===== src/rtl/lts_pkg.sv =====
// Shared types and constants for the log token scanner.
package lts_pkg;

   localparam int unsigned LTS_MAX_ENTRIES = 64;
   localparam int unsigned LTS_MAX_TEXT    = 65535;
   localparam int unsigned LTS_QUEUE_DEPTH = 4;

   localparam logic [6:0]  LTS_CNT_LIMIT  =
      (LTS_MAX_ENTRIES > 127) ? 7'd127 : 7'(LTS_MAX_ENTRIES);
   localparam logic [15:0] LTS_POS_LIMIT  = 16'(LTS_MAX_TEXT);
   localparam logic [16:0] LTS_MIN_WORD   = 17'd2;
   localparam logic [16:0] LTS_MIN_DIGITS = 17'd6;

   typedef enum logic [1:0] {
      KIND_LOCATION = 2'd0,
      KIND_STAMP    = 2'd1,
      KIND_SUMMARY  = 2'd2
   } lts_kind_type;

   // everything one input byte produces, handed from scanner to emitter
   typedef struct packed {
      logic         a_valid;     // run closed by this byte
      lts_kind_type a_kind;
      logic [15:0]  a_start;
      logic [15:0]  a_len;
      logic         b_valid;     // run flushed at end of string
      lts_kind_type b_kind;
      logic [15:0]  b_start;
      logic [15:0]  b_len;
      logic [63:0]  value;       // digit run value, at most one per bundle
      logic         summary;
      logic [6:0]   token_total;
      logic [6:0]   stamp_total;
   } lts_bundle_type;

   function automatic logic [15:0] sat16(input logic [16:0] v);
      return v[16] ? 16'hFFFF : v[15:0];
   endfunction

endpackage


===== src/rtl/lts_if.sv =====
// Channel interfaces for the byte input and the result output.
interface lts_req_if;
   logic       valid;
   logic       ready;
   logic [7:0] char_byte;
   logic       final_byte;

   modport source (output valid, output char_byte, output final_byte, input ready);
   modport sink   (input valid, input char_byte, input final_byte, output ready);
endinterface

interface lts_rsp_if;
   logic        valid;
   logic        ready;
   logic [1:0]  kind;
   logic [15:0] start_offset;
   logic [15:0] run_length;
   logic [63:0] stamp_value;
   logic [6:0]  token_total;
   logic [6:0]  stamp_total;
   logic        last_of_run;

   modport source (output valid, output kind, output start_offset, output run_length,
                   output stamp_value, output token_total, output stamp_total,
                   output last_of_run, input ready);
   modport sink   (input valid, input kind, input start_offset, input run_length,
                   input stamp_value, input token_total, input stamp_total,
                   input last_of_run, output ready);
endinterface


===== src/rtl/lts_scan.sv =====
// Front end: classifies each byte, tracks open runs and builds result bundles.
module lts_scan (
   input  logic                    clock,
   input  logic                    reset,
   input  logic                    in_valid,
   output logic                    in_ready,
   input  logic [7:0]              char_byte,
   input  logic                    final_byte,
   output logic                    push,
   output lts_pkg::lts_bundle_type bundle,
   input  logic                    queue_ready
);
   import lts_pkg::*;

   logic [15:0] position_ff, position_in;
   logic        in_word_ff, in_word_in;
   logic [15:0] word_start_ff, word_start_in;
   logic        in_number_ff, in_number_in;
   logic [15:0] number_start_ff, number_start_in;
   logic [63:0] number_acc_ff, number_acc_in;
   logic [6:0]  word_count_ff, word_count_in;
   logic [6:0]  number_count_ff, number_count_in;

   logic        loc, dig, take;
   logic [63:0] digit, acc_next;
   logic [15:0] wstart1, nstart1;
   logic [16:0] wlen_close, nlen_close, wlen_end, nlen_end, pos_end;
   logic        wclose_ok, nclose_ok, wflush_ok, nflush_ok;
   logic [6:0]  wcnt1, ncnt1, wcnt2, ncnt2;

   assign in_ready = queue_ready;
   assign take     = in_valid && queue_ready;

   always_comb begin
      loc = (char_byte >= 8'h41 && char_byte <= 8'h5A) ||
            (char_byte >= 8'h61 && char_byte <= 8'h7A) ||
            char_byte == 8'h2D || char_byte == 8'h5F;
      dig = char_byte >= 8'h30 && char_byte <= 8'h39;
      digit = {60'd0, 4'(char_byte - 8'h30)};
      // acc * 10 + d as shift-and-add
      acc_next = dig ? (in_number_ff ? (number_acc_ff << 3) + (number_acc_ff << 1) + digit
                                     : digit)
                     : 64'd0;
      wstart1 = (loc && !in_word_ff) ? position_ff : word_start_ff;
      nstart1 = (dig && !in_number_ff) ? position_ff : number_start_ff;

      wlen_close = {1'b0, position_ff} - {1'b0, word_start_ff};
      nlen_close = {1'b0, position_ff} - {1'b0, number_start_ff};
      wclose_ok  = !loc && in_word_ff && wlen_close >= LTS_MIN_WORD &&
                   word_count_ff < LTS_CNT_LIMIT;
      nclose_ok  = !dig && in_number_ff && nlen_close >= LTS_MIN_DIGITS &&
                   number_count_ff < LTS_CNT_LIMIT;
      wcnt1 = word_count_ff + 7'(wclose_ok);
      ncnt1 = number_count_ff + 7'(nclose_ok);

      pos_end   = {1'b0, position_ff} + 17'd1;
      wlen_end  = pos_end - {1'b0, wstart1};
      nlen_end  = pos_end - {1'b0, nstart1};
      wflush_ok = final_byte && loc && wlen_end >= LTS_MIN_WORD && wcnt1 < LTS_CNT_LIMIT;
      nflush_ok = final_byte && dig && nlen_end >= LTS_MIN_DIGITS && ncnt1 < LTS_CNT_LIMIT;
      wcnt2 = wcnt1 + 7'(wflush_ok);
      ncnt2 = ncnt1 + 7'(nflush_ok);

      bundle.a_valid     = wclose_ok || nclose_ok;
      bundle.a_kind      = nclose_ok ? KIND_STAMP : KIND_LOCATION;
      bundle.a_start     = nclose_ok ? number_start_ff : word_start_ff;
      bundle.a_len       = sat16(nclose_ok ? nlen_close : wlen_close);
      bundle.b_valid     = wflush_ok || nflush_ok;
      bundle.b_kind      = nflush_ok ? KIND_STAMP : KIND_LOCATION;
      bundle.b_start     = nflush_ok ? nstart1 : wstart1;
      bundle.b_len       = sat16(nflush_ok ? nlen_end : wlen_end);
      bundle.value       = nclose_ok ? number_acc_ff : acc_next;
      bundle.summary     = final_byte;
      bundle.token_total = wcnt2;
      bundle.stamp_total = ncnt2;

      push = take && (bundle.a_valid || bundle.b_valid || final_byte);

      position_in     = position_ff;
      in_word_in      = in_word_ff;
      word_start_in   = word_start_ff;
      in_number_in    = in_number_ff;
      number_start_in = number_start_ff;
      number_acc_in   = number_acc_ff;
      word_count_in   = word_count_ff;
      number_count_in = number_count_ff;
      if (take) begin
         if (final_byte) begin
            position_in     = '0;
            in_word_in      = 1'b0;
            word_start_in   = '0;
            in_number_in    = 1'b0;
            number_start_in = '0;
            number_acc_in   = '0;
            word_count_in   = '0;
            number_count_in = '0;
         end else begin
            position_in     = (position_ff < LTS_POS_LIMIT) ? position_ff + 16'd1
                                                            : position_ff;
            in_word_in      = loc;
            word_start_in   = wstart1;
            in_number_in    = dig;
            number_start_in = nstart1;
            number_acc_in   = acc_next;
            word_count_in   = wcnt1;
            number_count_in = ncnt1;
         end
      end
   end

   always_ff @(posedge clock) begin
      if (reset) begin
         position_ff     <= '0;
         in_word_ff      <= 1'b0;
         word_start_ff   <= '0;
         in_number_ff    <= 1'b0;
         number_start_ff <= '0;
         number_acc_ff   <= '0;
         word_count_ff   <= '0;
         number_count_ff <= '0;
      end else begin
         position_ff     <= position_in;
         in_word_ff      <= in_word_in;
         word_start_ff   <= word_start_in;
         in_number_ff    <= in_number_in;
         number_start_ff <= number_start_in;
         number_acc_ff   <= number_acc_in;
         word_count_ff   <= word_count_in;
         number_count_ff <= number_count_in;
      end
   end

endmodule


===== src/rtl/lts_fifo.sv =====
// Short bundle queue between scanner and emitter.
module lts_fifo #(
   parameter int unsigned DEPTH = lts_pkg::LTS_QUEUE_DEPTH
) (
   input  logic                    clock,
   input  logic                    reset,
   input  logic                    push,
   input  lts_pkg::lts_bundle_type push_data,
   output logic                    push_ready,
   input  logic                    pop,
   output lts_pkg::lts_bundle_type pop_data,
   output logic                    pop_valid
);
   import lts_pkg::*;

   localparam int unsigned ADDR_W = (DEPTH > 1) ? $clog2(DEPTH) : 1;
   localparam int unsigned CNT_W  = $clog2(DEPTH + 1);

   lts_bundle_type            store_ff [DEPTH];
   logic [ADDR_W-1:0]         wr_ptr_ff, wr_ptr_in, rd_ptr_ff, rd_ptr_in;
   logic [CNT_W-1:0]          count_ff, count_in;
   logic                      do_push, do_pop;

   assign push_ready = count_ff != CNT_W'(DEPTH);
   assign pop_valid  = count_ff != '0;
   assign pop_data   = store_ff[rd_ptr_ff];
   assign do_push    = push && push_ready;
   assign do_pop     = pop && pop_valid;

   always_comb begin
      wr_ptr_in = wr_ptr_ff;
      rd_ptr_in = rd_ptr_ff;
      if (do_push) begin
         wr_ptr_in = (wr_ptr_ff == ADDR_W'(DEPTH - 1)) ? '0 : wr_ptr_ff + 1'b1;
      end
      if (do_pop) begin
         rd_ptr_in = (rd_ptr_ff == ADDR_W'(DEPTH - 1)) ? '0 : rd_ptr_ff + 1'b1;
      end
      count_in = count_ff + CNT_W'(do_push) - CNT_W'(do_pop);
   end

   always_ff @(posedge clock) begin
      if (reset) begin
         wr_ptr_ff <= '0;
         rd_ptr_ff <= '0;
         count_ff  <= '0;
      end else begin
         wr_ptr_ff <= wr_ptr_in;
         rd_ptr_ff <= rd_ptr_in;
         count_ff  <= count_in;
      end
   end

   always_ff @(posedge clock) begin
      if (do_push) begin
         store_ff[wr_ptr_ff] <= push_data;
      end
   end

endmodule


===== src/rtl/lts_emit.sv =====
// Back end: expands each bundle into one to three result words.
module lts_emit (
   input  logic                    clock,
   input  logic                    reset,
   input  logic                    q_valid,
   input  lts_pkg::lts_bundle_type q_data,
   output logic                    q_pop,
   output logic                    out_valid,
   input  logic                    out_ready,
   output logic [1:0]              kind,
   output logic [15:0]             start_offset,
   output logic [15:0]             run_length,
   output logic [63:0]             stamp_value,
   output logic [6:0]              token_total,
   output logic [6:0]              stamp_total,
   output logic                    last_of_run
);
   import lts_pkg::*;

   lts_bundle_type cur_ff, cur_in;
   logic           pend_a_ff, pend_a_in, pend_b_ff, pend_b_in, pend_s_ff, pend_s_in;
   logic           valid_ff, valid_in;
   logic [1:0]     kind_ff, kind_in;
   logic [15:0]    start_ff, start_in, len_ff, len_in;
   logic [63:0]    value_ff, value_in;
   logic [6:0]     ttot_ff, ttot_in, stot_ff, stot_in;
   logic           last_ff, last_in;
   logic           adv, pend_any, last_sel;

   always_comb begin
      adv      = !valid_ff || out_ready;
      pend_any = pend_a_ff || pend_b_ff || pend_s_ff;
      last_sel = pend_a_ff ? !(pend_b_ff || pend_s_ff)
                           : (pend_b_ff ? !pend_s_ff : 1'b1);

      valid_in  = valid_ff;
      kind_in   = kind_ff;
      start_in  = start_ff;
      len_in    = len_ff;
      value_in  = value_ff;
      ttot_in   = ttot_ff;
      stot_in   = stot_ff;
      last_in   = last_ff;
      pend_a_in = pend_a_ff;
      pend_b_in = pend_b_ff;
      pend_s_in = pend_s_ff;
      cur_in    = cur_ff;

      if (adv) begin
         valid_in = pend_any;
         if (pend_any) begin
            last_in = last_sel;
            ttot_in = '0;
            stot_in = '0;
            value_in = '0;
            if (pend_a_ff) begin
               pend_a_in = 1'b0;
               kind_in   = cur_ff.a_kind;
               start_in  = cur_ff.a_start;
               len_in    = cur_ff.a_len;
               if (cur_ff.a_kind == KIND_STAMP) value_in = cur_ff.value;
            end else if (pend_b_ff) begin
               pend_b_in = 1'b0;
               kind_in   = cur_ff.b_kind;
               start_in  = cur_ff.b_start;
               len_in    = cur_ff.b_len;
               if (cur_ff.b_kind == KIND_STAMP) value_in = cur_ff.value;
            end else begin
               pend_s_in = 1'b0;
               kind_in   = KIND_SUMMARY;
               start_in  = '0;
               len_in    = '0;
               ttot_in   = cur_ff.token_total;
               stot_in   = cur_ff.stamp_total;
            end
         end
      end

      // refill as soon as the last pending word of the bundle goes out
      q_pop = q_valid && (!pend_any || (adv && last_sel));
      if (q_pop) begin
         cur_in    = q_data;
         pend_a_in = q_data.a_valid;
         pend_b_in = q_data.b_valid;
         pend_s_in = q_data.summary;
      end
   end

   always_ff @(posedge clock) begin
      if (reset) begin
         valid_ff  <= 1'b0;
         pend_a_ff <= 1'b0;
         pend_b_ff <= 1'b0;
         pend_s_ff <= 1'b0;
      end else begin
         valid_ff  <= valid_in;
         pend_a_ff <= pend_a_in;
         pend_b_ff <= pend_b_in;
         pend_s_ff <= pend_s_in;
      end
   end

   always_ff @(posedge clock) begin
      cur_ff   <= cur_in;
      kind_ff  <= kind_in;
      start_ff <= start_in;
      len_ff   <= len_in;
      value_ff <= value_in;
      ttot_ff  <= ttot_in;
      stot_ff  <= stot_in;
      last_ff  <= last_in;
   end

   assign out_valid    = valid_ff;
   assign kind         = kind_ff;
   assign start_offset = start_ff;
   assign run_length   = len_ff;
   assign stamp_value  = value_ff;
   assign token_total  = ttot_ff;
   assign stamp_total  = stot_ff;
   assign last_of_run  = last_ff;

endmodule


===== src/rtl/log_token_scanner_top.sv =====
// Log token scanner: finds location runs and long digit runs in a byte stream.
//
// req_chan carries one text byte per word (char_byte) and final_byte on the
// last byte of a string. rsp_chan returns result words: location tokens
// (kind 0), timestamps with their decimal value (kind 1), and after the final
// byte a summary (kind 2) with both counts. last_of_run marks the last word
// caused by one input byte; a byte may cause none.
// Throughput: one byte per cycle while each byte yields at most one word and
// the receiver is ready; the emitter puts out one word per cycle while the
// receiver is ready, so a final byte that yields three words sends them one
// after another. The scanner takes bytes as long as the bundle queue
// (QUEUE_DEPTH entries) has room. A byte's result words pass the queue write,
// the emitter load and the output register; a receiver stall can hold them.
// Reset clears the scan state, the queue and the output register; the block
// is ready in the cycle after reset drops. When the receiver stalls, the
// output word holds, the queue fills and req_chan.ready drops.
module log_token_scanner_top #(
   parameter int unsigned QUEUE_DEPTH = lts_pkg::LTS_QUEUE_DEPTH
) (
   input  logic      clock,
   input  logic      reset,
   lts_req_if.sink   req_chan,
   lts_rsp_if.source rsp_chan
);
   import lts_pkg::*;

   lts_bundle_type push_bundle, pop_bundle;
   logic           push, push_ready, pop, pop_valid;

   lts_scan u_scan (
      .clock       (clock),
      .reset       (reset),
      .in_valid    (req_chan.valid),
      .in_ready    (req_chan.ready),
      .char_byte   (req_chan.char_byte),
      .final_byte  (req_chan.final_byte),
      .push        (push),
      .bundle      (push_bundle),
      .queue_ready (push_ready)
   );

   lts_fifo #(.DEPTH(QUEUE_DEPTH)) u_fifo (
      .clock      (clock),
      .reset      (reset),
      .push       (push),
      .push_data  (push_bundle),
      .push_ready (push_ready),
      .pop        (pop),
      .pop_data   (pop_bundle),
      .pop_valid  (pop_valid)
   );

   lts_emit u_emit (
      .clock        (clock),
      .reset        (reset),
      .q_valid      (pop_valid),
      .q_data       (pop_bundle),
      .q_pop        (pop),
      .out_valid    (rsp_chan.valid),
      .out_ready    (rsp_chan.ready),
      .kind         (rsp_chan.kind),
      .start_offset (rsp_chan.start_offset),
      .run_length   (rsp_chan.run_length),
      .stamp_value  (rsp_chan.stamp_value),
      .token_total  (rsp_chan.token_total),
      .stamp_total  (rsp_chan.stamp_total),
      .last_of_run  (rsp_chan.last_of_run)
   );

endmodule


===== src/flat_wrapper.sv =====
// flat-port wrapper written by rule: the top's interface ports become plain ports
module log_token_scanner_top_flat import lts_pkg::*;
#(
   parameter int unsigned QUEUE_DEPTH = lts_pkg::LTS_QUEUE_DEPTH
)
  (clock, reset, req_chan_valid, req_chan_char_byte, req_chan_final_byte, req_chan_ready, rsp_chan_valid, rsp_chan_kind, rsp_chan_start_offset, rsp_chan_run_length, rsp_chan_stamp_value, rsp_chan_token_total, rsp_chan_stamp_total, rsp_chan_last_of_run, rsp_chan_ready);
  lts_req_if req_chan_i ();
  lts_rsp_if rsp_chan_i ();
  input  logic clock;
  input  logic reset;
  input wire logic [$bits(req_chan_i.valid)-1:0] req_chan_valid;
  input wire logic [$bits(req_chan_i.char_byte)-1:0] req_chan_char_byte;
  input wire logic [$bits(req_chan_i.final_byte)-1:0] req_chan_final_byte;
  output wire logic [$bits(req_chan_i.ready)-1:0] req_chan_ready;
  output wire logic [$bits(rsp_chan_i.valid)-1:0] rsp_chan_valid;
  output wire logic [$bits(rsp_chan_i.kind)-1:0] rsp_chan_kind;
  output wire logic [$bits(rsp_chan_i.start_offset)-1:0] rsp_chan_start_offset;
  output wire logic [$bits(rsp_chan_i.run_length)-1:0] rsp_chan_run_length;
  output wire logic [$bits(rsp_chan_i.stamp_value)-1:0] rsp_chan_stamp_value;
  output wire logic [$bits(rsp_chan_i.token_total)-1:0] rsp_chan_token_total;
  output wire logic [$bits(rsp_chan_i.stamp_total)-1:0] rsp_chan_stamp_total;
  output wire logic [$bits(rsp_chan_i.last_of_run)-1:0] rsp_chan_last_of_run;
  input wire logic [$bits(rsp_chan_i.ready)-1:0] rsp_chan_ready;
  assign req_chan_i.valid = req_chan_valid;
  assign req_chan_i.char_byte = req_chan_char_byte;
  assign req_chan_i.final_byte = req_chan_final_byte;
  assign req_chan_ready = req_chan_i.ready;
  assign rsp_chan_valid = rsp_chan_i.valid;
  assign rsp_chan_kind = rsp_chan_i.kind;
  assign rsp_chan_start_offset = rsp_chan_i.start_offset;
  assign rsp_chan_run_length = rsp_chan_i.run_length;
  assign rsp_chan_stamp_value = rsp_chan_i.stamp_value;
  assign rsp_chan_token_total = rsp_chan_i.token_total;
  assign rsp_chan_stamp_total = rsp_chan_i.stamp_total;
  assign rsp_chan_last_of_run = rsp_chan_i.last_of_run;
  assign rsp_chan_i.ready = rsp_chan_ready;
  log_token_scanner_top #(.QUEUE_DEPTH(QUEUE_DEPTH)) u_core (.clock(clock), .reset(reset), .req_chan(req_chan_i), .rsp_chan(rsp_chan_i));
endmodule

===== config.mk =====
export PLATFORM = sky130hd
export DESIGN_NAME = log_token_scanner_top_flat
export DESIGN_NICKNAME = d
export VERILOG_FILES = /design/src/rtl/lts_pkg.sv /design/src/rtl/lts_if.sv /design/src/rtl/lts_scan.sv /design/src/rtl/lts_fifo.sv /design/src/rtl/lts_emit.sv /design/src/rtl/log_token_scanner_top.sv /design/src/flat_wrapper.sv
export SDC_FILE = /design/constraint.sdc
export NUM_CORES = 1
export LEC_CHECK = 0
export BUFFER_PORTS_ARGS = -buffer_cell sky130_fd_sc_hd__buf_2
export CAP_MARGIN = 30
export CORE_MARGIN = 5
export CORE_UTILIZATION = 45
export DETAILED_ROUTE_END_ITERATION = 8
export PLACE_DENSITY = 0.64
export SLEW_MARGIN = 5
export SYNTH_ARGS = -nofsm -noshare
export SYNTH_HDL_FRONTEND = slang
export SYNTH_HIERARCHICAL = 1
export SYNTH_SLANG_ARGS = --single-unit
export TNS_END_PERCENT = 100

===== constraint.sdc =====
create_clock -name clock -period 16.2 [get_ports clock]
set_input_delay 0.81 -clock clock [delete_from_list [all_inputs] [get_ports clock]]
set_output_delay 0.81 -clock clock [all_outputs]
set_load 0.1 [all_outputs]

==> impl_metrics.toml, run 1 <==
[yosys]
synth_flop_cell = "sky130_fd_sc_hd__edfxtp_1"
synth_compound_area_frac = 0.09898
synth-seq-cells = 996
synth-seq-area-share = 0.6252
synth.area.mux_share = 0.08317
synth_adder_area_share = 0.05753
synth.largest_area_cell = "sky130_fd_sc_hd__edfxtp_1"
synthArstFlopShare = 0
synth_top_family_by_area = "compound AO/OA/AOI/OAI gates"
yosys-top-cells-area = "sky130_fd_sc_hd__edfxtp_1 56%, sky130_fd_sc_hd__mux4_2 7.4%, sky130_fd_sc_hd__dfxtp_1 6.2%"
number_of_synthesized_flops_with_an_enable_pin = 855
synth_cell_type_count = 95
syn-instance-count = 3256
synth_xor_area_frac = 0.02630
synthesis.area_sq_mm = 0.04558
synthesis.area_per_instance_sq_um = 14.00
synth_area_in_simple_gates = 0.08331
yosys_warnings = 6
yosysTopAreaCellShare = 0.5633

[place]
placed_cell_area_sq_mm = 0.04755
place_hpwl_mm = 70.97
dpl_worst_slack_ps = 8604
placement.io_buffers = 127
gp_congestion = 0.9638

[die]
floorplan.rows = 116
design.core.area_sq_mm = 0.1003
io_pins = 128
die-area_sq_mm = 0.1078
die_height_um = 328.3
die_w_um = 328.3
start_util = 0.4545

[grt]
grt_max_degree = 147
grt_first_pass_wirelength_mm = 164.9
antenna_found_initial = 7
grt_overflow = 0
grt_pass1_vias = 27320
track_usage = 0.1971

[routing]
detailedRoute.firstIterationViolations = 2053
drt_pass1_iterations = 7
ant_nets = 0
viasPerCell = 5.680
drc_errors = 0
dr_total_vias = 27330
finalWirelength_mm = 106.9
detail_route.wl_per_cell_um = 22.23

[timing]
fin_tns_setup_ps = 0
clock-skew-final_ps = 30.34
slew_headroom = 0.2935
period_share = 0.4717
finalHoldViolCount = 0
post-route-worst-setup-slack_ps = 8558
setup_viol_count_final = 0
fmax_ghz = 0.1309
rsz0062_at_grt = "false"
max_transition_viols_final = 0
period_needed_ps = 7642
worst_pin_slew_ps = 1059

[power_and_ir_drop]
power.leakage_nw = 18.84
power.ir.vdd_worst_mv = 0.2131
power.density_mw_per_mm2 = 159.5
power.switching_mw = 2.898
share_clk_of_total_power = 0.282
share_comb_of_total_power = 0.279
pwr-share-seq = 0.439
internal_power_mw = 5.216
p_sw_frac = 0.3572

[flow_run]
drv_cap = 0

[cts]
number_of_post_cts_setup_repair_buffers = 0
cts-root-to-sink-buffers = 3
cts_buffers = 100
insertion_delay_ps = 680
cts-htree-levels = 3
numClockSinks = 996
cts-hold-fix-buffers = 0
post_cts.resized_instances = 0
clock_tree_from_tritoncts = "done"
worst_setup_hold_path_clk_slew_ps = 60
clk_root_buffer_cell = "sky130_fd_sc_hd__clkbuf_16"

[min_path]
hold_path_class = "reg2reg"

[critical_path]
worstPathMaxFanout = 45
setup.worst_path.class = "reg2reg"
timing.critical_path.from_type = "register"
timing.critical_path.to_type = "register"
critical_path_required_ps = 16530
worstPathArrival_ps = 7970

[final_layout]
layout.nets = 3585
final_design_area_no_fill_sq_mm = 0.05088
area_growth_pct = 11.62
final_layout_size_suffix_gt1_frac = 0.1518
final_core_util = 0.5073

[run_status]
status = "finished, final reports clean"
## final timing paths
path                                                     from                                          end  slack [ps]  cells after the start
hold / removal    u_core/u_scan/word_count_ff[0]$_SDFFE_PP0P_  u_core/u_scan/word_count_ff[0]$_SDFFE_PP0P_         460                      2
setup / recovery    u_core/u_scan/position_ff[0]$_SDFFE_PP0P_      u_core/u_fifo/store_ff[3][94]$_DFFE_PP_        8560                     26
hold reg to reg   u_core/u_scan/word_count_ff[0]$_SDFFE_PP0P_  u_core/u_scan/word_count_ff[0]$_SDFFE_PP0P_         460                      2
setup reg to reg    u_core/u_scan/position_ff[0]$_SDFFE_PP0P_      u_core/u_fifo/store_ff[3][94]$_DFFE_PP_        8560                     26
## cell usage after synthesis (26+ instances only)
library cell and number:
sky130_fd_sc_hd__edfxtp_1 855, sky130_fd_sc_hd__nor2_1 265, sky130_fd_sc_hd__ha_1 196, sky130_fd_sc_hd__nand2_1 193, sky130_fd_sc_hd__a21oi_1 188, sky130_fd_sc_hd__mux4_2 149, sky130_fd_sc_hd__dfxtp_1 141, sky130_fd_sc_hd__o21ai_0 135
sky130_fd_sc_hd__clkbuf_1 98, sky130_fd_sc_hd__inv_1 93, sky130_fd_sc_hd__and2_1 92, sky130_fd_sc_hd__xnor2_1 89, sky130_fd_sc_hd__a22o_1 78, sky130_fd_sc_hd__a21o_1 60, sky130_fd_sc_hd__xor2_1 46, sky130_fd_sc_hd__nand3_1 45
sky130_fd_sc_hd__mux2i_1 39, sky130_fd_sc_hd__nor3_1 35, sky130_fd_sc_hd__buf_2 28, sky130_fd_sc_hd__a22oi_1 26
## registers in the layout (all words and copies together), names as in the netlist, 2 cells and up, named ones only
name and count:
u_core/u_fifo/rd_ptr_ff 2, u_core/u_fifo/count_ff 3, u_core/u_emit/stamp_total 7, u_core/u_scan/number_acc_ff 64, u_core/u_emit/run_length 16, u_core/u_emit/token_total 7
u_core/u_emit/start_offset 16, u_core/u_fifo/store_ff 596, u_core/u_emit/stamp_value 64, u_core/u_scan/number_start_ff 16, u_core/u_scan/word_count_ff 7, u_core/u_emit/kind 2
u_core/u_scan/word_start_ff 16, u_core/u_scan/position_ff 16, u_core/u_fifo/wr_ptr_ff 2, u_core/u_emit/cur_ff 146, u_core/u_scan/number_count_ff 7
## layout make-up
cell class,instances,area (sq um)
inverters,94,354.1
clock inverters,56,570.5
clock buffers,128,2699
fillers,8441,49410
flip-flops and latches,996,28510
well taps,1357,1698
diodes,3,7.507
repair buffers,174,1033
multi-input cells,2003,16010
## power by group through the flow
| stage | clock (mW) | sequential, mW | combinational (mW) |
|---|---|---|---|
| 3_3_place_gp | 0 | 3.62 | 2.29 |
| 3_5_place_dp | 0 | 3.62 | 2.30 |
| 2_1_floorplan | 0 | 4.71 | 0.815 |
| 6_report | 2.29 | 3.56 | 2.27 |
| 4_1_cts | 2.34 | 3.58 | 2.31 |
| 5_1_grt | 2.46 | 3.61 | 2.38 |
## through the flow
| stage | power, mW | std cells | hold slack, ps |
|---|---|---|---|
| floorplan | 5.524 | 3257 | 436.2 |
| global placement | 5.911 | 4616 | 447.4 |
| detailed placement | 5.926 | 4619 | 455.1 |
| CTS | 8.229 | 4803 | 437.8 |
| global route | 8.449 | 4808 | 482.4 |
| finish | 8.114 | 4811 | 463.1 |
## cell families after synthesis
group                    Yosys count
adder cells (fa/ha/maj)          206
multiplexers                     192
AO/OA/AOI/OAI                    678
flip-flops                       996
AND/OR/NAND/NOR                  789
other                              1
buffers and inverters            258
XOR/XNOR                         136
## metal layers
layer,part of all wire,wire length (um),up-vias,global-route usage
li1,-,-,12710,-
met1,0.44,47550,13740,0.2757
met2,0.47,50780,713,0.3245
met3,0.058,6241,152,0.03284
met4,0.022,2308,8,0.05060
met5,0.00047,50,-,0
## placed cells by master (no fill, tap or decap), types with 24 or more instances in the layout
cell type and instances:
sky130_fd_sc_hd__inv_1 93, sky130_fd_sc_hd__a21o_1 60, sky130_fd_sc_hd__a22o_1 78, sky130_fd_sc_hd__nand2_1 192
sky130_fd_sc_hd__nor3_1 34, sky130_fd_sc_hd__buf_2 127, sky130_fd_sc_hd__xor2_1 46, sky130_fd_sc_hd__mux4_2 149
sky130_fd_sc_hd__nor2_1 261, sky130_fd_sc_hd__xnor2_1 89, sky130_fd_sc_hd__dfxtp_1 137, sky130_fd_sc_hd__and2_1 92
sky130_fd_sc_hd__ha_1 196, sky130_fd_sc_hd__o21a_1 24, sky130_fd_sc_hd__edfxtp_1 855, sky130_fd_sc_hd__nand3_1 45
sky130_fd_sc_hd__a22oi_1 26, sky130_fd_sc_hd__clkbuf_16 101, sky130_fd_sc_hd__o21ai_0 135, sky130_fd_sc_hd__mux2i_1 39
sky130_fd_sc_hd__a21oi_1 188, sky130_fd_sc_hd__buf_4 40
## critical path: stages (launching register included)
cell                        delay, ps
sky130_fd_sc_hd__dfxtp_1          410
sky130_fd_sc_hd__inv_1            160
sky130_fd_sc_hd__ha_1             180
sky130_fd_sc_hd__inv_1             50
sky130_fd_sc_hd__fa_1             390
sky130_fd_sc_hd__a21oi_1          170
sky130_fd_sc_hd__o21bai_1         110
sky130_fd_sc_hd__a21oi_1          250
sky130_fd_sc_hd__o21ai_0          150
sky130_fd_sc_hd__a211o_1          350
sky130_fd_sc_hd__a31o_2           300
sky130_fd_sc_hd__or3_1            350
sky130_fd_sc_hd__a22oi_1          220
sky130_fd_sc_hd__o2111ai_1        140
sky130_fd_sc_hd__nand2_1          640
sky130_fd_sc_hd__clkinv_2         140
sky130_fd_sc_hd__ha_1             230
sky130_fd_sc_hd__ha_1             260
sky130_fd_sc_hd__and3_1           250
sky130_fd_sc_hd__nand3_1          110
sky130_fd_sc_hd__xor2_1           260
sky130_fd_sc_hd__nand3_1          300
sky130_fd_sc_hd__a31oi_4          410
sky130_fd_sc_hd__buf_4            580
sky130_fd_sc_hd__a21bo_2          320
sky130_fd_sc_hd__nand2_2          250
sky130_fd_sc_hd__o221ai_1         280
Power figures use the tool's default switching activity.
==> inputs of run 2 (changes only) <==
--- a/config.mk
+++ b/config.mk
@@ -5,6 +5,7 @@
 export SDC_FILE = /design/constraint.sdc
 export NUM_CORES = 1
 export LEC_CHECK = 0
+export ABC_AREA = 1
 export BUFFER_PORTS_ARGS = -buffer_cell sky130_fd_sc_hd__buf_2
 export CAP_MARGIN = 30
 export CORE_MARGIN = 5
==> constraint.sdc (replaced) <==
create_clock -name clock -period 7.3 [get_ports clock]
set_input_delay 0.365 -clock clock [delete_from_list [all_inputs] [get_ports clock]]
set_output_delay 0.365 -clock clock [all_outputs]
set_load 0.1 [all_outputs]
==> impl_metrics.toml, run 2 <==
[cts]
clk_root_buffer_cell = "sky130_fd_sc_hd__clkbuf_16"
numClockSinks = 996
worst_setup_hold_path_clk_slew_ps = 70
insertion_delay_ps = 690
post_cts.resized_instances = 0
cts-root-to-sink-buffers = 3
cts-hold-fix-buffers = 2
cts-htree-levels = 3
clock_tree_from_tritoncts = "done"
number_of_post_cts_setup_repair_buffers = 0
cts_buffers = 102

[critical_path]
critical-path-max-stage-delay_ps = 490
worstPathArrival_ps = 6710
regToRegEndpoint = "u_core/u_fifo/store_ff[2][6]$_DFFE_PP_"
setup.worst_path.class = "reg2reg"
timing.critical_path.from_type = "register"
timing.critical_path.to_type = "register"
critical_path_buf_inv_count = 5
timing.critical_path.max_delay_family = "simple AND/OR/NAND/NOR gates"
slowest_stage = "sky130_fd_sc_hd__nand3_4"
critical_path.reg2reg.startpoint = "u_core/u_scan/position_ff[0]$_SDFFE_PP0P_"
most_common_cell_type_on_the_critical_path = "sky130_fd_sc_hd__ha_1"
critical_path_required_ps = 7780
worstPathMaxFanout = 61
timing.reg2reg.worst_path_depth = 28
r2r_slack_ps = 1070

[final_layout]
instances_no_fill = 6317
top_regs = "u_core/u_fifo/store_ff: 596 flops, u_core/u_emit/cur_ff: 146 flops"
layout.nets = 5055
largest_reg_flops = 596
largest-register = "u_core/u_fifo/store_ff"
area_growth_pct = 11.30
layout.filler_cells = 9579
leading_cell_type_in_the_layout_fill_and_taps_excluded = "sky130_fd_sc_hd__nand2_1"
mostFrequentLayoutCells = "881 x sky130_fd_sc_hd__nand2_1, 855 x sky130_fd_sc_hd__edfxtp_1, 584 x sky130_fd_sc_hd__nor2_1, 410 x sky130_fd_sc_hd__inv_1, 396 x sky130_fd_sc_hd__o21ai_0"
final_layout_size_suffix_gt1_frac = 0.09056

[yosys]
yosysTopAreaCellShare = 0.5373
number_of_synthesized_flops_with_an_enable_pin = 855
synth-seq-cells = 996
syn-instance-count = 4757
synth_cell_type_count = 66
yosys-top-cells-count = "882 x sky130_fd_sc_hd__nand2_1, 855 x sky130_fd_sc_hd__edfxtp_1, 591 x sky130_fd_sc_hd__nor2_1"
synth.largest_area_cell = "sky130_fd_sc_hd__edfxtp_1"
synthesis.area_per_instance_sq_um = 10.05
synth-seq-area-share = 0.5963
synthArstFlopShare = 0
synth_flop_cell = "sky130_fd_sc_hd__edfxtp_1"
yosys_warnings = 6
yosys-top-cells-area = "sky130_fd_sc_hd__edfxtp_1 54%, sky130_fd_sc_hd__nand2_1 6.9%, sky130_fd_sc_hd__dfxtp_1 5.9%"
synthesis.area_sq_mm = 0.04779
post-synth-top-count-cell = "sky130_fd_sc_hd__nand2_1"

[timing]
fmax_ghz = 0.1605
setup_viol_count_final = 0
worst_pin_slew_ps = 1016
period_share = 0.8533
period_needed_ps = 6229
slew_headroom = 0.3152
finalHoldViolCount = 0
clock-skew-final_ps = 34.32
rsz0062_at_grt = "false"
max_transition_viols_final = 0

[power_and_ir_drop]
power.leakage_nw = 20.37
power.total_mw = 19.51
power.ir.vdd_worst_mv = 0.3738
power.density_mw_per_mm2 = 366.7

[place]
place_hpwl_mm = 84.27
dpl.cell_count = 6123
gp_congestion = 0.9921
placement.io_buffers = 127

[grt]
grt_first_pass_wirelength_mm = 194.1
antenna_found_initial = 1
grt_pass1_vias = 33030
grt_overflow = 0
grt_max_degree = 134
track_usage = 0.2195

[min_path]
min_delay_worst_endpoint = "u_core/u_emit/out_valid$_SDFFE_PP0P_"
hold_path_class = "in2reg"
timing.hold.worst_path_depth = 5
worstHoldStart = "rsp_chan_ready"

[routing]
detailedRoute.firstIterationViolations = 3120
finalWirelength_mm = 126.7
viasPerCell = 5.501
detail_route.wl_per_cell_um = 20.05
ant_nets = 0
drt_pass1_iterations = 6
dr_total_vias = 34750
drc_errors = 0

[die]
die_height_um = 335.9
die_w_um = 335.9
io_pins = 128
design.core.area_sq_mm = 0.1054
floorplan.rows = 119
die-area_sq_mm = 0.1128
start_util = 0.4533

[run_status]
status = "finished, final reports clean"

[flow_run]
drv_cap = 0
run 2: routing by layer:
metal / global-route usage / wire length [um]
met1: 0.3072 / 56330
met2: 0.3626 / 59300
met3: 0.02997 / 7742
met4: 0.06123 / 3290
met5: 0 / 0
run 2: worst max path at each step:
stage	startpoint	cells after the start	to	slack, ps
after global placement	req_chan_char_byte[1]	26	u_core/u_fifo/store_ff[3][13]$_DFFE_PP_	1030
after global routing	u_core/u_scan/position_ff[0]$_SDFFE_PP0P_	33	u_core/u_fifo/store_ff[3][6]$_DFFE_PP_	600
after CTS	u_core/u_scan/position_ff[0]$_SDFFE_PP0P_	30	u_core/u_fifo/store_ff[3][6]$_DFFE_PP_	1110
after floorplan	u_core/u_scan/position_ff[0]$_SDFFE_PP0P_	23	u_core/u_fifo/store_ff[0][0]$_DFFE_PP_	-2290
after detailed placement	req_chan_char_byte[1]	26	u_core/u_fifo/store_ff[3][13]$_DFFE_PP_	1080
final	u_core/u_scan/position_ff[0]$_SDFFE_PP0P_	28	u_core/u_fifo/store_ff[2][6]$_DFFE_PP_	1070
run 2: final cells by class:
type                       instances  area [sq um]  share of cell area
multi-input combinational       3136         16600              0.3120
timing repair buffer             180          1196             0.02249
sequential                       996         28510              0.5359
inverter                         423          1605             0.03018
antenna                            1         2.502          0.00004705
clock inverter                    54         668.1             0.01256
tap                             1391          1740             0.03272
clock buffer                     136          2874             0.05403
run 2: logic make-up (layout without fill, tap and decap cells):
group                    Yosys count  count (layout)  synth area share
AND/OR/NAND/NOR                 1814            1814            0.1581
AO/OA/AOI/OAI                   1040            1040            0.1192
flip-flops                       996             996            0.5963
buffers and inverters            626             793           0.05779
adder cells (fa/ha/maj)          203             203           0.05425
XOR/XNOR                          76              76           0.01393
other                              1               3        0.00007847
multiplexers                       1               1         0.0002879
run 2: power breakdown:
part	internal (mW)	switching (mW)	total, mW
combinational	0.961	5.06	6.03
clock	3.23	2.18	5.41
sequential	7.75	0.314	8.07
run 2: per-stage QoR:
stage	hold WS, ps	worst slack [ps]	util	cell area [sq um]	setup TNS, ps
finish	108.7	1071	0.5046	53190	0
global route	124.8	597.3	0.5045	53190	0
CTS	48.22	1113	0.5043	53160	0
global placement	452.9	1031	0.4699	49530	0
detailed placement	462.5	1079	0.4705	49600	0
floorplan	431.7	-2293	-	47790	-1366650
run 2: worst register-to-register path, delay by kind of cell, from the launching register on:
family                     cells  cell delay (ps)
and+or+nand+nor               12             1920
adders and majority gates      6             1410
xor gates and xnor gates       3              910
buffers and inverters          5              860
DFF                            1              480
AOI/OAI and AO/OA              2              420
